==> config.mk <==
export PLATFORM = sky130hd
export DESIGN_NAME = vtzs_ctrl
export DESIGN_NICKNAME = d
export VERILOG_FILES = /design/src/rtl/core/variance_triggered_zero_suppress_top_assert.svh /design/src/rtl/core/vtzs_pkg.sv /design/src/rtl/core/vtzs_ctrl.sv
export SDC_FILE = /design/constraint.sdc
export NUM_CORES = 1
export LEC_CHECK = 0
export BUFFER_PORTS_ARGS = -buffer_cell sky130_fd_sc_hd__buf_2
export CORE_MARGIN = 8
export CORE_UTILIZATION = 25
export CTS_CLUSTER_SIZE = 24
export DETAILED_ROUTE_END_ITERATION = 7
export GPL_TIMING_DRIVEN = 0
export HOLD_SLACK_MARGIN = 0.15
export RECOVER_POWER = 50
export SYNTH_ARGS = -nofsm -noshare
export SYNTH_HDL_FRONTEND = slang
export SYNTH_SLANG_ARGS = --single-unit
==> constraint.sdc <==
create_clock -name clk -period 3.3 [get_ports clk]
set_input_delay 0 -clock clk [delete_from_list [all_inputs] [get_ports clk]]
set_output_delay 0 -clock clk [all_outputs]
set_load 0.02 [all_outputs]
==> src/rtl/core/variance_triggered_zero_suppress_top_assert.svh <==
// Assertion helpers used by the datapath of the zero suppression block.
`ifndef VARIANCE_TRIGGERED_ZERO_SUPPRESS_TOP_ASSERT_SVH
`define VARIANCE_TRIGGERED_ZERO_SUPPRESS_TOP_ASSERT_SVH

// Same-cycle implication, disabled while reset is held.
`define VTZS_ASSERT_IMPL(label, clk, rst_n, ante, cons) \
  label: assert property (@(posedge clk) disable iff (!rst_n) (ante) |-> (cons)) \
    else $error("vtzs assertion failed");

// Next-cycle implication, disabled while reset is held.
`define VTZS_ASSERT_NEXT(label, clk, rst_n, ante, cons) \
  label: assert property (@(posedge clk) disable iff (!rst_n) (ante) |=> (cons)) \
    else $error("vtzs assertion failed");

`endif

==> src/rtl/core/vtzs_pkg.sv <==
package vtzs_pkg;

  // Default sizing of the block
  localparam int DEF_HISTORY_DEPTH = 64;
  localparam int DEF_SAMPLE_BITS   = 12;
  localparam int DEF_INDEX_BITS    = 16;

  // Fixed field widths
  localparam int CH_W       = 16;
  localparam int THR_W      = 40;
  localparam int WLEN_W     = 7;
  localparam int PRE_W      = 6;
  localparam int POST_W     = 10;
  localparam int CFG_IDX_W  = 2;
  localparam int CFG_DATA_W = 40;

  // Register map
  localparam logic [CFG_IDX_W-1:0] CFG_WINDOW_LEN    = 2'd0;
  localparam logic [CFG_IDX_W-1:0] CFG_VAR_THRESHOLD = 2'd1;
  localparam logic [CFG_IDX_W-1:0] CFG_PRE_SAMPLES   = 2'd2;
  localparam logic [CFG_IDX_W-1:0] CFG_POST_SAMPLES  = 2'd3;

  // Register reset values
  localparam logic [WLEN_W-1:0] RST_WINDOW_LEN    = 7'd16;
  localparam logic [THR_W-1:0]  RST_VAR_THRESHOLD = 40'd4096;
  localparam logic [PRE_W-1:0]  RST_PRE_SAMPLES   = 6'd4;
  localparam logic [POST_W-1:0] RST_POST_SAMPLES  = 10'd16;

  // Commands from the controller to the datapath
  typedef struct packed {
    logic accept;     // take the input beat
    logic sum_start;  // clear accumulators and history offset
    logic sum_rd;     // read one window sample and step the offset up
    logic mul;        // form L*Q and S*S
    logic cmp;        // evaluate the trigger and apply it
    logic rep_rd;     // read one pre-trigger sample
    logic pass_load;  // load a post-trigger sample into the output register
    logic rep_load;   // load a replayed sample into the output register
  } vtzs_cmd_t;

  // Status from the datapath to the controller
  typedef struct packed {
    logic post_pend;  // record window still open
    logic eval_ok;    // index has reached the window length
    logic sum_last;   // current read is the oldest window sample
    logic trig;       // variance trigger fires
    logic has_emit;   // trigger produces at least one replayed beat
    logic out_free;   // output register can take a beat this cycle
    logic rep_last;   // current replayed beat is the last from history
  } vtzs_stat_t;

endpackage

==> src/rtl/core/vtzs_ctrl.sv <==
module vtzs_ctrl import vtzs_pkg::*; (
  input  logic       clk,
  input  logic       rst_n,
  input  logic       in_valid,
  output logic       in_ready,
  input  vtzs_stat_t stat,
  output vtzs_cmd_t  cmd
);

  localparam logic [3:0] S_IDLE   = 4'd0;
  localparam logic [3:0] S_DECIDE = 4'd1;
  localparam logic [3:0] S_PASS   = 4'd2;
  localparam logic [3:0] S_SUM    = 4'd3;
  localparam logic [3:0] S_DRAIN  = 4'd4;
  localparam logic [3:0] S_MUL    = 4'd5;
  localparam logic [3:0] S_CMP    = 4'd6;
  localparam logic [3:0] S_REP_RD = 4'd7;
  localparam logic [3:0] S_REP_LD = 4'd8;

  logic [3:0] state_r;
  logic [3:0] state_nxt;

  // Take a new beat only between items
  assign in_ready = (state_r == S_IDLE);

  // Sequence one item: route, sum the window, test, replay history
  always_comb begin
    cmd       = '0;
    state_nxt = state_r;
    unique case (state_r)
      S_IDLE: begin
        if (in_valid) begin
          cmd.accept = 1'b1;
          state_nxt  = S_DECIDE;
        end
      end
      S_DECIDE: begin
        if (stat.post_pend) begin
          state_nxt = S_PASS;
        end else if (stat.eval_ok) begin
          cmd.sum_start = 1'b1;
          state_nxt     = S_SUM;
        end else begin
          state_nxt = S_IDLE;
        end
      end
      S_PASS: begin
        if (stat.out_free) begin
          cmd.pass_load = 1'b1;
          state_nxt     = S_IDLE;
        end
      end
      S_SUM: begin
        cmd.sum_rd = 1'b1;
        if (stat.sum_last) state_nxt = S_DRAIN;
      end
      S_DRAIN: state_nxt = S_MUL;
      S_MUL: begin
        cmd.mul   = 1'b1;
        state_nxt = S_CMP;
      end
      S_CMP: begin
        cmd.cmp = 1'b1;
        if (stat.trig && stat.has_emit) state_nxt = S_REP_RD;
        else                            state_nxt = S_IDLE;
      end
      S_REP_RD: begin
        cmd.rep_rd = 1'b1;
        state_nxt  = S_REP_LD;
      end
      S_REP_LD: begin
        if (stat.out_free) begin
          cmd.rep_load = 1'b1;
          state_nxt    = stat.rep_last ? S_IDLE : S_REP_RD;
        end
      end
      default: state_nxt = S_IDLE;
    endcase
  end

  always_ff @(posedge clk) begin
    if (!rst_n) state_r <= S_IDLE;
    else        state_r <= state_nxt;
  end

endmodule

Word-level counts from Yosys, hierarchy flattened:

Index checks and enable logic that the tools add are counted.

* register bits: 4
* bits of input ports: 10
* output and inout bits: 9
* word-level logic and storage cells: 37

* equality and inequality tests: 12
* multiplexer cells: 21
* reduce and logical (&&, ||, !) cells: 3

Operators with widths (number)
* $pmux W4 S9: 1
* $mux W4: 5
* $eq A4 B3 Y1 const B: 4
* $mux W1: 12
* $eq A4 B2 Y1 const B: 2
* $ne A2 B2 Y1 const B: 4
* $mux W3: 2
* $eq A4 B1 Y1 const B: 1
* $eq A4 B4 Y1 const B: 1
* $logic_not A4 Y1: 1
* $reduce_and A4 Y1: 1
* $mux W2: 1
* $logic_and A1 B1 Y1: 1

Longest topological paths before layout:

* depth after elaboration: 3
* mapped depth: 5
* mapped depth without buffers: 4

Worst setup path after synthesis:

No wires, ideal clock.

* kind: register -> output
* from: register state_r[0]
* to: output cmd[7] (netlist name)
* arrival time: 1525 ps
* data required time: 3300 ps
* path slack: 1775 ps
* stages on the path, launching flop included: 4
* path buffers: 1
* cell sequence: dfxtp_1 buf_6 nor4_1 and2_1

RTL lines
* start: declaration: line vtzs_ctrl.sv:20 `logic [3:0] state_r;`
* start signal: assignment: line vtzs_ctrl.sv:83 `else state_r <= state_nxt;`
* end: declaration: line vtzs_ctrl.sv:7 `output vtzs_cmd_t cmd`

Worst setup path after layout:

* from: register state_r[3]
* to: register state_r[3]

* longest elaborated chain between the ends: 3
* elaborated cells between the ends (all ways): 15
* those cells by class: eq/ne: 12; mux: 1; reduce/logical: 2

Ends and longest elaborated chain
* $eq A4 B2 Y1, or another cell as far along: line vtzs_ctrl.sv:30 `unique case (state_r)`
* $ne A2 B2 Y1 (no line)
* $reduce_and A4 Y1 (no line)

Several ways; a longest one is shown, not always the timed one.
A chain may end at the register's enable or synchronous reset.

==> run metrics <==
FF-to-FF path depth=5; RSZ-0062 raised after global routing=no; Hold Crit Depth=4; Max Freq=615 MHz; DRT Pass-1 Iters=4; Vias=about 450; Compound-Gate Fraction of Synth Area=between 20 and 25%; number of synthesized register bits=4; Port-buffer cells=18; Hold Path Origin=stat[5]; Primary FF master, synth=dfxtp_1; CP max stage delay=between 0.5 and 0.6 ns; Post-Route WL=around 1200 µm; Pwr Total=165 µW; Biggest register=state_r; RD Place Congestion=between 0.7 and 0.8; Worst-path clk slew=about 0.040 ns; max_slew headroom=slightly above 70%; biggest regs=state_r: 4 flops; Seq/Total Area, Yosys=between 20% and 30%; Cell variety after synth=28; Area growth syn-to-layout=38.0%; Worst Path Required=about 3.5 ns; post-synthesis simple-gate area fraction=41.6%; crit path DAT=1.80 ns; Die Width=roughly 55 µm; CTS max path bufs=2; hold endpoint=state_r[1]$_SDFFE_PN0P_; total of max-cap violations=0; layout net count=between 80 and 90; Starting DRT DRC Count=5; via/cell ratio=between 5 and 6; final hold vios=0; # diodes=0; LEAKAGE=approximately 0.22 nW; Crit-path slowest cell=dlygate4sd3_1; Final Skew=around 0.0032 ns; worst r2r src=state_r[3]$_SDFFE_PN0P_; xor/xnor cell area share of the yosys netlist=0%; Core Footprint=1470 µm²; number of buffers created by CTS=3; Worst setup EP type=register; largest net degree at the start of global routing=11; Setup crit start kind=register; CTS tree=built; pins over their slew limit=0; Avg WL per Cell=~14 µm; dominant cell type by area after synthesis=dfxtp_1; Die Area=just over 3000 µm²; mux share of post-synthesis cell area=under 10%; # DRC=0; RR Endpoint=state_r[3]$_SDFFE_PN0P_; max reg flops=4; vias in the first global route=443; Pwr Density=around 310 nW/µm²; clock sink total=4; Syn Inst Count=46; CP top delay family=buffers and inverters; Final Setup Violations=0; Slew @ Worst Pin=between 0.4 and 0.5 ns; HP Class=input pin to register; dpl hpwl=948 µm; Syn Nets=56; WS Path Type=register to register; Worst-Skew Late Latency=roughly 0.23 ns; Die H=approximately 55 µm; Yosys warning count=0; worst-path cell chain=buf_4 -> inv_1 -> nor4b_1 -> o21a_1 -> dlygate4sd3_1; post-synthesis cell area=roughly 380 µm²; Yosys top cell area share=21.0%; largest cells by area after synthesis=dfxtp_1 21%, nor4_1 6.6%, a211o_1 4.6%; share of cells above drive strength 1=34.8%; post-synthesis adder-cell area fraction=0%; setup TNS=0 ns; fin util=around 36%; Post-synth EDFFs=0; Buf+Inv Stages, Crit Path=3; Avg Cell Area, Syn=around 8.3 µm²; total grt overflow=0; status=finished, final reports clean; H-tree levels=1; flop2flop setup slack=approximately 1.7 ns; Period Utilization, post-route=between 40% and 50%; GRT Util Overall=around 8.4%; antenna violations before repair=0; antenna-violating nets left=0; Tmin final=about 1.6 ns; I/O Pins=19; Starting Density=between 20% and 30%; Max IR drop VDD=~0.18 mV; ys async rst share=0%; first-pass GRT wire length=~1900 µm; clk root buf=clkbuf_4; Critical Path Fanout Max=10; row count=14; instance count on the critical path=5; largest family of logic cells by synthesized area=simple AND/OR/NAND/NOR gates
==> tightest hold or removal path: stages <==
cell     delay (ns)
buf_2          0.08
nor3_1         0.04
nor3_1         0.12
o311a_2        0.18
==> layout by cell type (no fill, tap or decap) <==
cell type / synthesis / layout
o32ai_2: 1 / 1
a21oi_1: 2 / 2
nor4_1: 4 / 4
nor4b_1: 2 / 2
nor2_1: 4 / 4
and2_1: 1 / 1
mux2i_1: 1 / 1
nand2b_1: 1 / 1
and4b_1: 1 / 1
nor3b_2: 1 / 1
buf_4: 2 / 2
or2b_1: 2 / 2
inv_1: 1 / 1
or4b_1: 1 / 1
nor3_1: 3 / 3
mux2_2: 1 / 1
o21a_1: 1 / 1
inv_2: 1 / 1
and3_1: 1 / 1
nand2_1: 3 / 3
clkbuf_1: 0 / 6
a221o_1: 1 / 1
o21ai_0: 1 / 1
dfxtp_1: 4 / 4
a311o_1: 1 / 1
clkbuf_4: 0 / 3
nand2b_2: 1 / 1
buf_2: 0 / 12
a211o_1: 2 / 2
buf_6: 1 / 1
o311a_2: 1 / 1
dlygate4sd3_1: 0 / 2
==> power breakdown <==
part	internal, mW	leakage, nW	switching (mW)
registers	0.0511	0.0326	0.00249
clock network	0.0406	0.0138	0.0188
logic	0.0254	0.169	0.0268
==> cells in the mapped netlist (all sizes together) (2+ instances only) <==
cell type  number
dfxtp           4
or2b            2
inv             2
a21oi           2
nor4            4
nand2b          2
buf             3
nand2           3
nor3            3
nor2            4
nor4b           2
a211o           2
==> logic make-up (layout without fill, tap and decap cells) <==
group	after synthesis	after routing
mux	2	2
compound gates	10	10
simple gates	25	25
flops	4	4
buf+inv	5	28
==> worst max path at each step <==
stage | from | to
finish | state_r[3]$_SDFFE_PN0P_ | state_r[3]$_SDFFE_PN0P_
global route | state_r[3]$_SDFFE_PN0P_ | state_r[3]$_SDFFE_PN0P_
CTS | state_r[3]$_SDFFE_PN0P_ | state_r[3]$_SDFFE_PN0P_
detailed placement | state_r[1]$_SDFFE_PN0P_ | state_r[0]$_SDFFE_PN0P_
global placement | state_r[1]$_SDFFE_PN0P_ | state_r[0]$_SDFFE_PN0P_
floorplan | state_r[0]$_SDFFE_PN0P_ | cmd[7]
==> layer usage <==
| metal | track usage (%) | wire length, µm |
|---|---|---|
| met1 | 8.32 | 484 |
| met2 | 15.9 | 622 |
| met3 | 3.74 | 106 |
| met4 | 1.20 | 0 |
| met5 | 0 | 0 |
==> area by class of cell <==
type / count / area (µm²)
fillers: 166 / 945
multi-input cells: 37 / 268
repair buffers: 20 / 103
flip-flops and latches: 4 / 80.1
plain buffers: 3 / 26.3
clock buffers: 3 / 22.5
well taps: 16 / 20.0
inverters: 2 / 7.51
==> stage by stage <==
step | hold WS [ns] | worst slack (ns) | std cells | cell area (µm²)
5_1_grt | 0.283 | 1.57 | 85 | 527
3_5_place_dp | 0.279 | 1.80 | 80 | 492
6_report | 0.228 | 1.67 | 85 | 527
4_1_cts | 0.234 | 1.67 | 85 | 534
2_1_floorplan | 0.118 | 1.77 | 46 | 382
3_3_place_gp | 0.261 | 1.81 | 80 | 492
==> what timing repair did <==
| item | 4_1_cts | 5_1_grt |
|---|---|---|
| hold buffers | 2 | 0 |
| hold endpoints to repair | 4 | 0 |
| gates resized for setup | 0 | 0 |
| setup buffers | 0 | 0 |
| setup endpoints to repair | 0 | 0 |
Power figures use the tool's default switching activity.
