`config.mk`:
```
export PLATFORM = sky130hd
export DESIGN_NAME = vtzs_dp
export DESIGN_NICKNAME = d
export VERILOG_FILES = /design/src/rtl/core/vtzs_pkg.sv /design/src/rtl/core/vtzs_dp.sv
export VERILOG_INCLUDE_DIRS = /design/src /design/src/rtl/core
export SDC_FILE = /design/constraint.sdc
export NUM_CORES = 2
export LEC_CHECK = 0
export BUFFER_PORTS_ARGS = -buffer_cell sky130_fd_sc_hd__buf_2
export CAP_MARGIN = 20
export CORE_MARGIN = 2
export CORE_UTILIZATION = 35
export CTS_BUF_LIST = sky130_fd_sc_hd__clkbuf_8
export CTS_CLUSTER_SIZE = 25
export DETAILED_ROUTE_END_ITERATION = 12
export SLEW_MARGIN = 20
export SYNTH_ARGS = -nofsm -noshare
export SYNTH_HDL_FRONTEND = slang
export SYNTH_SLANG_ARGS = --single-unit
```
`constraint.sdc`:
```
create_clock -name clk -period 19.6 [get_ports clk]
set_input_delay 2.94 -clock clk [delete_from_list [all_inputs] [get_ports clk]]
set_output_delay 2.94 -clock clk [all_outputs]
set_load 0.01 [all_outputs]
```
`src/rtl/core/variance_triggered_zero_suppress_top_assert.svh`:
```
// Assertion helpers used by the datapath of the zero suppression block.
`ifndef VARIANCE_TRIGGERED_ZERO_SUPPRESS_TOP_ASSERT_SVH
`define VARIANCE_TRIGGERED_ZERO_SUPPRESS_TOP_ASSERT_SVH

// Same-cycle implication, disabled while reset is held.
`define VTZS_ASSERT_IMPL(label, clk, rst_n, ante, cons) \
  label: assert property (@(posedge clk) disable iff (!rst_n) (ante) |-> (cons)) \
    else $error("vtzs assertion failed");

// Next-cycle implication, disabled while reset is held.
`define VTZS_ASSERT_NEXT(label, clk, rst_n, ante, cons) \
  label: assert property (@(posedge clk) disable iff (!rst_n) (ante) |=> (cons)) \
    else $error("vtzs assertion failed");

`endif

```
`src/rtl/core/vtzs_pkg.sv`:
```
package vtzs_pkg;

  // Default sizing of the block
  localparam int DEF_HISTORY_DEPTH = 64;
  localparam int DEF_SAMPLE_BITS   = 12;
  localparam int DEF_INDEX_BITS    = 16;

  // Fixed field widths
  localparam int CH_W       = 16;
  localparam int THR_W      = 40;
  localparam int WLEN_W     = 7;
  localparam int PRE_W      = 6;
  localparam int POST_W     = 10;
  localparam int CFG_IDX_W  = 2;
  localparam int CFG_DATA_W = 40;

  // Register map
  localparam logic [CFG_IDX_W-1:0] CFG_WINDOW_LEN    = 2'd0;
  localparam logic [CFG_IDX_W-1:0] CFG_VAR_THRESHOLD = 2'd1;
  localparam logic [CFG_IDX_W-1:0] CFG_PRE_SAMPLES   = 2'd2;
  localparam logic [CFG_IDX_W-1:0] CFG_POST_SAMPLES  = 2'd3;

  // Register reset values
  localparam logic [WLEN_W-1:0] RST_WINDOW_LEN    = 7'd16;
  localparam logic [THR_W-1:0]  RST_VAR_THRESHOLD = 40'd4096;
  localparam logic [PRE_W-1:0]  RST_PRE_SAMPLES   = 6'd4;
  localparam logic [POST_W-1:0] RST_POST_SAMPLES  = 10'd16;

  // Commands from the controller to the datapath
  typedef struct packed {
    logic accept;     // take the input beat
    logic sum_start;  // clear accumulators and history offset
    logic sum_rd;     // read one window sample and step the offset up
    logic mul;        // form L*Q and S*S
    logic cmp;        // evaluate the trigger and apply it
    logic rep_rd;     // read one pre-trigger sample
    logic pass_load;  // load a post-trigger sample into the output register
    logic rep_load;   // load a replayed sample into the output register
  } vtzs_cmd_t;

  // Status from the datapath to the controller
  typedef struct packed {
    logic post_pend;  // record window still open
    logic eval_ok;    // index has reached the window length
    logic sum_last;   // current read is the oldest window sample
    logic trig;       // variance trigger fires
    logic has_emit;   // trigger produces at least one replayed beat
    logic out_free;   // output register can take a beat this cycle
    logic rep_last;   // current replayed beat is the last from history
  } vtzs_stat_t;

endpackage

```
`src/rtl/core/vtzs_dp.sv`:
```
`include "variance_triggered_zero_suppress_top_assert.svh"

module vtzs_dp import vtzs_pkg::*; #(
  parameter int HISTORY_DEPTH = DEF_HISTORY_DEPTH,
  parameter int SAMPLE_BITS   = DEF_SAMPLE_BITS,
  parameter int INDEX_BITS    = DEF_INDEX_BITS
) (
  input  logic                   clk,
  input  logic                   rst_n,
  input  vtzs_cmd_t              cmd,
  output vtzs_stat_t             stat,
  input  logic                   cfg_valid,
  input  logic [CFG_IDX_W-1:0]   cfg_index,
  input  logic [CFG_DATA_W-1:0]  cfg_data,
  input  logic [SAMPLE_BITS-1:0] in_sample,
  input  logic [CH_W-1:0]        in_channel,
  input  logic                   in_first,
  input  logic                   in_last,
  output logic                   out_valid,
  input  logic                   out_ready,
  output logic [SAMPLE_BITS-1:0] out_kept_sample,
  output logic [INDEX_BITS-1:0]  out_kept_index,
  output logic [INDEX_BITS-1:0]  out_window_start,
  output logic [CH_W-1:0]        out_channel,
  output logic                   out_last_of_window
);

  localparam int PTR_W  = $clog2(HISTORY_DEPTH);
  localparam int AW     = PTR_W + 2;
  localparam int LW     = $clog2(HISTORY_DEPTH + 1);
  localparam int BACK_W = (PTR_W > PRE_W) ? PTR_W : PRE_W;
  localparam int SUM_W  = SAMPLE_BITS + PTR_W;
  localparam int SQ_W   = 2 * SAMPLE_BITS;
  localparam int QW     = 2 * SAMPLE_BITS + PTR_W;
  localparam int LHS_W  = LW + QW;
  localparam int RHS_W  = 2 * SUM_W;
  localparam int LR_W   = (LHS_W > RHS_W) ? LHS_W : RHS_W;
  localparam int CMP_W  = (LR_W > THR_W) ? LR_W : THR_W;
  localparam int REC_W  = ((INDEX_BITS > POST_W) ? INDEX_BITS : POST_W) + 1;

  // Registers
  logic [WLEN_W-1:0]      wlen_r;
  logic [THR_W-1:0]       thr_r;
  logic [PRE_W-1:0]       pre_r;
  logic [POST_W-1:0]      post_r;

  // Waveform state
  logic [PTR_W-1:0]       ptr_r;
  logic [INDEX_BITS-1:0]  cnt_r;
  logic [REC_W-1:0]       rec_end_r;
  logic [POST_W-1:0]      post_rem_r;
  logic [INDEX_BITS-1:0]  cws_r;
  logic [SUM_W-1:0]       sum_r;
  logic [QW-1:0]          sq_sum_r;

  // Current item
  logic [SAMPLE_BITS-1:0] s_r;
  logic [CH_W-1:0]        ch_r;
  logic                   last_r;
  logic [INDEX_BITS-1:0]  idx_r;
  logic [PTR_W-1:0]       cur_r;

  // Work registers
  logic [BACK_W-1:0]      back_r;
  logic                   acc_v_r;
  logic [SAMPLE_BITS-1:0] mem_q_r;
  logic [LHS_W-1:0]       lhs_r;
  logic [RHS_W-1:0]       rhs_r;
  logic                   out_valid_r;
  logic [SAMPLE_BITS-1:0] kept_sample_r;
  logic [INDEX_BITS-1:0]  kept_index_r;
  logic [INDEX_BITS-1:0]  window_start_r;
  logic [CH_W-1:0]        channel_r;
  logic                   last_win_r;

  logic [SAMPLE_BITS-1:0] ring [HISTORY_DEPTH];

  logic [LW-1:0]          l_eff;
  logic [PRE_W-1:0]       pre_eff;
  logic [INDEX_BITS-1:0]  idx_in;
  logic [PTR_W-1:0]       ptr_inc;
  logic [AW-1:0]          addr_t;
  logic [PTR_W-1:0]       rd_addr;
  logic [SQ_W-1:0]        sq;
  logic [CMP_W:0]         diff;
  logic                   trig;
  logic [PRE_W-1:0]       n_pre;
  logic [INDEX_BITS-1:0]  start;
  logic                   post_zero;
  logic                   closes;
  logic                   pass_fin;
  logic                   rep_last;

  // Register writes
  always_ff @(posedge clk) begin
    if (!rst_n) begin
      wlen_r <= RST_WINDOW_LEN;
      thr_r  <= RST_VAR_THRESHOLD;
      pre_r  <= RST_PRE_SAMPLES;
      post_r <= RST_POST_SAMPLES;
    end else if (cfg_valid) begin
      unique case (cfg_index)
        CFG_WINDOW_LEN:    wlen_r <= cfg_data[WLEN_W-1:0];
        CFG_VAR_THRESHOLD: thr_r  <= cfg_data[THR_W-1:0];
        CFG_PRE_SAMPLES:   pre_r  <= cfg_data[PRE_W-1:0];
        CFG_POST_SAMPLES:  post_r <= cfg_data[POST_W-1:0];
        default: ;
      endcase
    end
  end

  // Clamp window length to 1..depth and pre count to depth-1
  always_comb begin
    if (wlen_r == '0)                         l_eff = LW'(1);
    else if (32'(wlen_r) > HISTORY_DEPTH)     l_eff = LW'(HISTORY_DEPTH);
    else                                      l_eff = LW'(wlen_r);
    if (32'(pre_r) > HISTORY_DEPTH - 1)       pre_eff = PRE_W'(HISTORY_DEPTH - 1);
    else                                      pre_eff = pre_r;
  end

  assign idx_in  = in_first ? '0 : cnt_r;
  assign ptr_inc = (32'(ptr_r) == HISTORY_DEPTH - 1) ? '0 : ptr_r + 1'b1;

  // History address: current slot minus offset, modulo depth
  always_comb begin
    addr_t = AW'(cur_r) + AW'(HISTORY_DEPTH) - AW'(back_r);
    if (addr_t >= AW'(HISTORY_DEPTH)) addr_t = addr_t - AW'(HISTORY_DEPTH);
    rd_addr = addr_t[PTR_W-1:0];
  end

  // History ring: write on accept, registered read
  always_ff @(posedge clk) begin
    if (cmd.accept) ring[ptr_r] <= in_sample;
    if (cmd.sum_rd || cmd.rep_rd) mem_q_r <= ring[rd_addr];
  end

  // Latch the accepted beat
  always_ff @(posedge clk) begin
    if (cmd.accept) begin
      s_r    <= in_sample;
      ch_r   <= in_channel;
      last_r <= in_last;
      idx_r  <= idx_in;
      cur_r  <= ptr_r;
    end
  end

  // Accumulate sum and sum of squares one sample per cycle
  assign sq = SQ_W'(mem_q_r) * SQ_W'(mem_q_r);

  always_ff @(posedge clk) begin
    if (!rst_n) begin
      acc_v_r  <= 1'b0;
      sum_r    <= '0;
      sq_sum_r <= '0;
    end else begin
      acc_v_r <= cmd.sum_rd;
      if ((cmd.accept && in_first) || cmd.sum_start) begin
        sum_r    <= '0;
        sq_sum_r <= '0;
      end else if (acc_v_r) begin
        sum_r    <= sum_r + SUM_W'(mem_q_r);
        sq_sum_r <= sq_sum_r + QW'(sq);
      end
    end
  end

  // Form both products for the variance test
  always_ff @(posedge clk) begin
    if (cmd.mul) begin
      lhs_r <= LHS_W'(l_eff) * LHS_W'(sq_sum_r);
      rhs_r <= RHS_W'(sum_r) * RHS_W'(sum_r);
    end
  end

  // Trigger test and record window bounds
  always_comb begin
    diff = (CMP_W + 1)'(lhs_r) - (CMP_W + 1)'(rhs_r);
    trig = !diff[CMP_W] && (diff[CMP_W-1:0] > CMP_W'(thr_r)) &&
           (REC_W'(idx_r) > rec_end_r);
    if (32'(idx_r) >= 32'(pre_eff)) n_pre = pre_eff;
    else                            n_pre = PRE_W'(idx_r);
    start     = idx_r - INDEX_BITS'(n_pre);
    post_zero = (post_r == '0);
    closes    = (post_r <= POST_W'(1)) || last_r;
    pass_fin  = (post_rem_r == POST_W'(1)) || last_r;
    rep_last  = (back_r == BACK_W'(post_zero));
  end

  // History offset: up while summing, down while replaying
  always_ff @(posedge clk) begin
    if (cmd.sum_start)     back_r <= '0;
    else if (cmd.sum_rd)   back_r <= back_r + 1'b1;
    else if (cmd.cmp)      back_r <= BACK_W'(n_pre);
    else if (cmd.rep_load) back_r <= back_r - 1'b1;
  end

  // Waveform position, record end and open window
  always_ff @(posedge clk) begin
    if (!rst_n) begin
      ptr_r      <= '0;
      cnt_r      <= '0;
      rec_end_r  <= '0;
      post_rem_r <= '0;
      cws_r      <= '0;
    end else if (cmd.accept) begin
      ptr_r <= ptr_inc;
      cnt_r <= idx_in + 1'b1;
      if (in_first) begin
        rec_end_r  <= '0;
        post_rem_r <= '0;
        cws_r      <= '0;
      end
    end else if (cmd.pass_load) begin
      post_rem_r <= pass_fin ? '0 : post_rem_r - 1'b1;
    end else if (cmd.cmp && trig) begin
      cws_r      <= start;
      rec_end_r  <= REC_W'(idx_r) + REC_W'(post_r);
      post_rem_r <= closes ? '0 : post_r - 1'b1;
    end
  end

  // Output register: hold a beat until the sink takes it
  always_ff @(posedge clk) begin
    if (!rst_n)                            out_valid_r <= 1'b0;
    else if (cmd.pass_load || cmd.rep_load) out_valid_r <= 1'b1;
    else if (out_ready)                    out_valid_r <= 1'b0;
  end

  always_ff @(posedge clk) begin
    if (cmd.pass_load) begin
      kept_sample_r  <= s_r;
      kept_index_r   <= idx_r;
      window_start_r <= cws_r;
      channel_r      <= ch_r;
      last_win_r     <= pass_fin;
    end else if (cmd.rep_load) begin
      kept_sample_r  <= mem_q_r;
      kept_index_r   <= idx_r - INDEX_BITS'(back_r);
      window_start_r <= cws_r;
      channel_r      <= ch_r;
      last_win_r     <= rep_last && closes;
    end
  end

  assign out_valid          = out_valid_r;
  assign out_kept_sample    = kept_sample_r;
  assign out_kept_index     = kept_index_r;
  assign out_window_start   = window_start_r;
  assign out_channel        = channel_r;
  assign out_last_of_window = last_win_r;

  always_comb begin
    stat           = '0;
    stat.post_pend = (post_rem_r != '0);
    stat.eval_ok   = (32'(idx_r) >= 32'(l_eff));
    stat.sum_last  = (32'(back_r) == 32'(l_eff) - 1);
    stat.trig      = trig;
    stat.has_emit  = (n_pre != '0) || !post_zero;
    stat.out_free  = !out_valid_r || out_ready;
    stat.rep_last  = rep_last;
  end

  `VTZS_ASSERT_IMPL(a_load_when_free, clk, rst_n, cmd.pass_load || cmd.rep_load, !out_valid_r || out_ready)
  `VTZS_ASSERT_IMPL(a_read_in_range, clk, rst_n, cmd.sum_rd || cmd.rep_rd, 32'(back_r) < HISTORY_DEPTH)
  `VTZS_ASSERT_IMPL(a_no_sum_in_flight, clk, rst_n, cmd.accept, !acc_v_r)
  `VTZS_ASSERT_IMPL(a_pass_has_credit, clk, rst_n, cmd.pass_load, post_rem_r != '0)
  `VTZS_ASSERT_NEXT(a_trig_closes_eval, clk, rst_n, cmd.cmp && trig && !closes, post_rem_r != '0)

endmodule

```
-- Yosys cells after proc, flatten, opt, wreduce, memory -nomap -nowiden
Memories as Yosys holds them, arrays and structs flattened. A register that Yosys moved wholly into a read port is not among the register bits.
Index checks and enable logic that the tools add are counted.
- bits in registers: 369
- latch bits: 0
- RAM bits: 768
- memory bits (read-only): 0
- word-level logic and storage cells: 132
- memories: 1
- memory list (name ; depth ; bits a word ; rd ports ; clocked after memory_dff ; wr ports ; RTL line ; text):
    ring ; 64 ; 12 ; 1 ; 1 ; 1 ; vtzs_dp.sv:76 ; logic [SAMPLE_BITS-1:0] ring [HISTORY_DEPTH];
- $add $sub $neg: 16
- multiply operators: 3
- divide/modulo/power cells: 0
- magnitude comparators: 7
- equality and inequality tests: 9
- shifts and indexed selects: 0
- multiplexer cells: 37
- bitwise operators: 1
- reduce and logical (&&, ||, !) cells: 32
- operators by type and width (kind ; number):
    two-way mux 16 bit ; 11
    two-way mux 17 bit ; 4
    two-way mux 10 bit ; 6
    > comparator 40 bit ; 1
    subtractor 37 x 36 -> 38 bit ; 1
    multiplier 7 x 30 -> 37 bit ; 1
    multiplier 18 x 18 -> 36 bit ; 1
    two-way mux 6 bit ; 6
    == test 6 x 32 -> 1 bit ; 1
    subtractor 16 x 6 -> 16 bit ; 2
    adder 30 x 24 -> 30 bit ; 1
    multiplier 12 x 12 -> 24 bit ; 1
    two-way mux 12 bit ; 2
    subtractor 10 x 1 -> 10 bit, second input constant ; 2
    adder 18 x 12 -> 18 bit ; 1
    adder 16 x 10 -> 17 bit ; 1
    > comparator 16 x 17 -> 1 bit ; 1
    adder 16 x 1 -> 16 bit, second input constant ; 1
    >= comparator 16 x 6 -> 1 bit ; 1
    >= comparator 16 x 7 -> 1 bit ; 1
    two-way mux 7 bit ; 2
    adder 6 x 1 -> 6 bit, second input constant ; 2
    subtractor 6 x 1 -> 6 bit, second input constant ; 2
    == test 10 x 1 -> 1 bit, second input constant ; 1
    other kinds (26) ; 52

-- Logic depth before layout (Yosys ltp)
- depth in word-level cells: 8
- mapped depth: 25
- mapped depth without buffers: 24

-- Worst setup path before layout
No wires, ideal clock.
- path type: register to output
- from: reg lhs_r[3]
- to: out stat[3] in the netlist's numbering
- arrival: 4663 ps
- data required time: 16660 ps
- path slack: 11997 ps
- stages on the path, launching flop included: 21
- cell sequence: edfxtp_1 ha_1 a21o_1 a31oi_1 o211ai_1 a21oi_1 o31a_1 o21ai_0 a31oi_1 or4b_2 nand4_1 ha_1 and4_1 nor4bb_1 and3_1 o31a_1 a211oi_1 a2111oi_1 nand2_1 inv_1 buf_4
- word-level cells in the longest chain between the ends: 4
- ends and longest elaborated chain (element ; RTL line ; text):
    start: declaration ; vtzs_dp.sv:67 ; logic [LHS_W-1:0] lhs_r;
    start signal: assignment ; vtzs_dp.sv:171 ; lhs_r <= LHS_W'(l_eff) * LHS_W'(sq_sum_r);
    subtractor 37 x 36 -> 38 bit * ; vtzs_dp.sv:178 ; diff = (CMP_W + 1)'(lhs_r) - (CMP_W + 1)'(rhs_r);
    > comparator 40 bit or zero test 1 bit (tied branches) ; vtzs_dp.sv:179 ; trig = !diff[CMP_W] && (diff[CMP_W-1:0] > CMP_W'(thr_r)) &&
    logical AND 1 bit * (2 in series) ; vtzs_dp.sv:179 ;
    end: declaration ; vtzs_dp.sv:11 ; output vtzs_stat_t stat,
Every way passes the cells marked *; elsewhere a longest branch is shown, timed or not.

==> impl_metrics.yaml <==
run_status:
  status: "complete, no violations"
worst_hold_path:
  holdCritPathClass: "register to register"
  hold-path-cell-count: 0
route:
  drt_first_pass_iters: 5
  drc: 0
  ant_nets: 0
  routed_wl_um: 167000
  wl_per_cell_um: 19.8
  vias: 42200
  drt_iter0_drc: 2944
  via_per_inst: 4.98
die:
  ios: 153
  die_h_um: 448
  die_area_um2: 201000
  fp.dieW_um: 448
  initial_utilization_pct: 35.1
  rows: 163
  core_area_um2: 197000
layout:
  design_area_um2: 76600
  area_growth_pct: 10.9
  postLayoutCoreUtil_pct: 38.9
  multi_input_area_um2: 33000
  ff_latch_area_um2: 32600
  fillers: 18700
  nets: 6616
  drive_above_1_share_pct: 13.6
  fin_cells: 8471
placement:
  dpl.hpwl_um: 117000
  io_buffers: 152
  place_worst_setup_slack_ns: 10.61
  dp_cells: 8143
  placed_area_um2: 73300
  gp_congestion: 0.847
clocking:
  cts_tree: "yes"
  cts_buffer_depth: 3
  cts-root-buf: "clkbuf_8"
  clk_latency_ns: 0.93
  cts_sinks: 1148
  cts.htree.levels: 4
  post_cts_resize_count: 0
  holdBufCountCts: 0
  cts_setup_buffers: 0
  numCtsBuffers: 179
  path_clk_slew_ns: 0.07
setup_path:
  worstPathArrival_ns: 7.03
  startpoint_type: "register"
  end_kind: "primary output"
  path_max_fanout: 5
  r2r_cells: 21
  crit_type: "register to primary output"
  required_ns: 16.66
synthesis:
  synth_nets: 6377
  yosys-top-cells-area: "edfxtp_1, fa_1, mux4_2"
  synth_edf_count: 964
  avgSynthCellArea_um2: 12.7
  ys_ff_latch: 1148
  synth_top_cell_by_area: "edfxtp_1"
  synth.top_cell.area_share_pct: 41.9
  synth_cell_types: 82
  async_flop_share_pct: 0
  ys_warn_count: 0
  syn_area_um2: 69100
  synth_flop_cell: "edfxtp_1"
  netlist_instances: 5445
  seq_area_frac_synth_pct: 47.2
grt:
  grt_overflow: 0
  antenna_found_initial: 6
  grt_pass1_wl_um: 260000
  grt_pass1_vias: 43800
  grt_start_max_net_pins: 105
  grt_usage_pct: 16.8
timing:
  fin_setup_tns_ns: 0
  worstMarginPinSlew_ns: 1.08
  fin_crit_sh_pct: 50.9
  rsz0062_at_grt: "false"
  final-setup-viol-count: 0
  slew_headroom_pct: 27.8
  period_minus_slack_ns: 9.97
  clock_skew_ns: 0.0458
  drv_slew: 0
  layout_setup_ws_ns: 9.63
  max_freq_mhz: 100
  hold_viol_final: 0
run:
  max_cap_viol_count: 0
power_and_ir_drop:
  leakagePower_nw: 31.1
  vdd_drop_max_uv: 479
  p_per_area_nw_per_um2: 153
-- synth_stat cells (all sizes together), types with 101 or more instances --
master	count
a21oi	167
and2	232
clkbuf	167
dfxtp	184
edfxtp	964
fa	464
ha	384
inv	741
mux4	240
nand2	414
nor2	296
o21ai	101
xnor2	146
-- per-layer routing --
layer | vias up | GRT usage, % | wire [µm]
li1 | 19500 | - | -
met1 | 21500 | 22.8 | 75500
met2 | 966 | 28.0 | 80500
met3 | 204 | 2.55 | 8000
met4 | 0 | 4.38 | 3300
met5 | - | 0 | 0
-- area by class of cell --
cell class,instances,area share (%)
Sequential cell,1148,42.6
Clock inverter,140,1.02
Timing Repair Buffer,259,2.09
Tap cell,2640,4.31
Inverter,743,3.64
Multi-Input combinational cell,3353,43.0
Antenna cell,5,0.0163
Clock buffer,183,3.29
-- worst max-delay path, cell delays in order (launching register included) --
cell and delay, ns:
edfxtp_1 0.37, ha_1 0.38, a21o_1 0.14, a31oi_1 0.06, o211ai_1 0.34, a21oi_1 0.20
o31a_1 0.37, o21ai_0 0.52, a31oi_1 0.26, or4b_2 0.67, nand4_1 0.12, ha_1 0.16
and4_1 0.21, nor4bb_1 0.54, and3_1 0.28, o31a_1 0.16, a211oi_1 0.05, a2111oi_1 0.90
nand2_1 0.17, inv_1 0.09, buf_2 0.13
-- worst paths after layout --
path / start / end / slack [ns]
worst min-delay path: ch_r[3] / out_channel[3] / 0.41
worst max register to register: lhs_r[3] / cws_r[5] / 12.53
worst max-delay path: lhs_r[3] / stat[3] / 9.63
worst min register to register: ch_r[3] / out_channel[3] / 0.41
-- power by group --
part	internal, W	switching, W	total (W)
clock	0.000931	0.000978	0.00191
combinational	0.00320	0.00378	0.00698
sequential	0.00272	0.000112	0.00284
total	0.00686	0.00487	0.0117
-- kinds of logic (layout without fill, tap and decap cells) --
logic type	count (synthesis)	in the layout	share of synthesized area, %
flip-flops	1148	1148	47.2
AO/OA/AOI/OAI	626	626	5.96
multiplexers	323	323	9.05
XOR/XNOR	207	207	2.62
adder cells (fa/ha/maj)	848	848	20.4
buffers and inverters	944	1325	5.17
AND/OR/NAND/NOR	1349	1349	9.55
other	0	5	0
-- metrics by stage --
stage,total power [W],hold WS (ns)
4_1_cts,0.0118,0.412
6_report,0.0117,0.409
2_1_floorplan,0.00843,0.400
3_5_place_dp,0.00988,0.405
5_1_grt,0.0129,0.407
3_3_place_gp,0.00974,0.400
-- placed cells by master (no fill, tap or decap), types with 84 or more instances in the layout --
master,n
ha_1,383
inv_1,807
nor2b_1,84
o21ai_0,101
xnor2_1,143
nor2_1,285
a21oi_1,166
edfxtp_1,964
dfxtp_1,183
and2_1,232
mux4_2,240
buf_2,146
fa_1,463
clkbuf_8,183
nand2_1,414
buf_4,111
-- sequential cells by signal, summed over array words and instances, names as in the netlist, 6 cells and up --
register          flops
cnt_r                16
pre_eff               6
s_r                  12
ptr_r                 6
ring                768
post_r               10
post_rem_r           10
cws_r                16
lhs_r                37
ch_r                 16
sum_r                18
rec_end_r            17
idx_r                16
rhs_r                35
thr_r                40
back_r                6
out_kept_index       16
out_kept_sample      12
out_window_start     16
cur_r                 6
sq_sum_r             30
wlen_r                7
mem_q_r              12
out_channel          16
(Power assumes the default switching activity.)
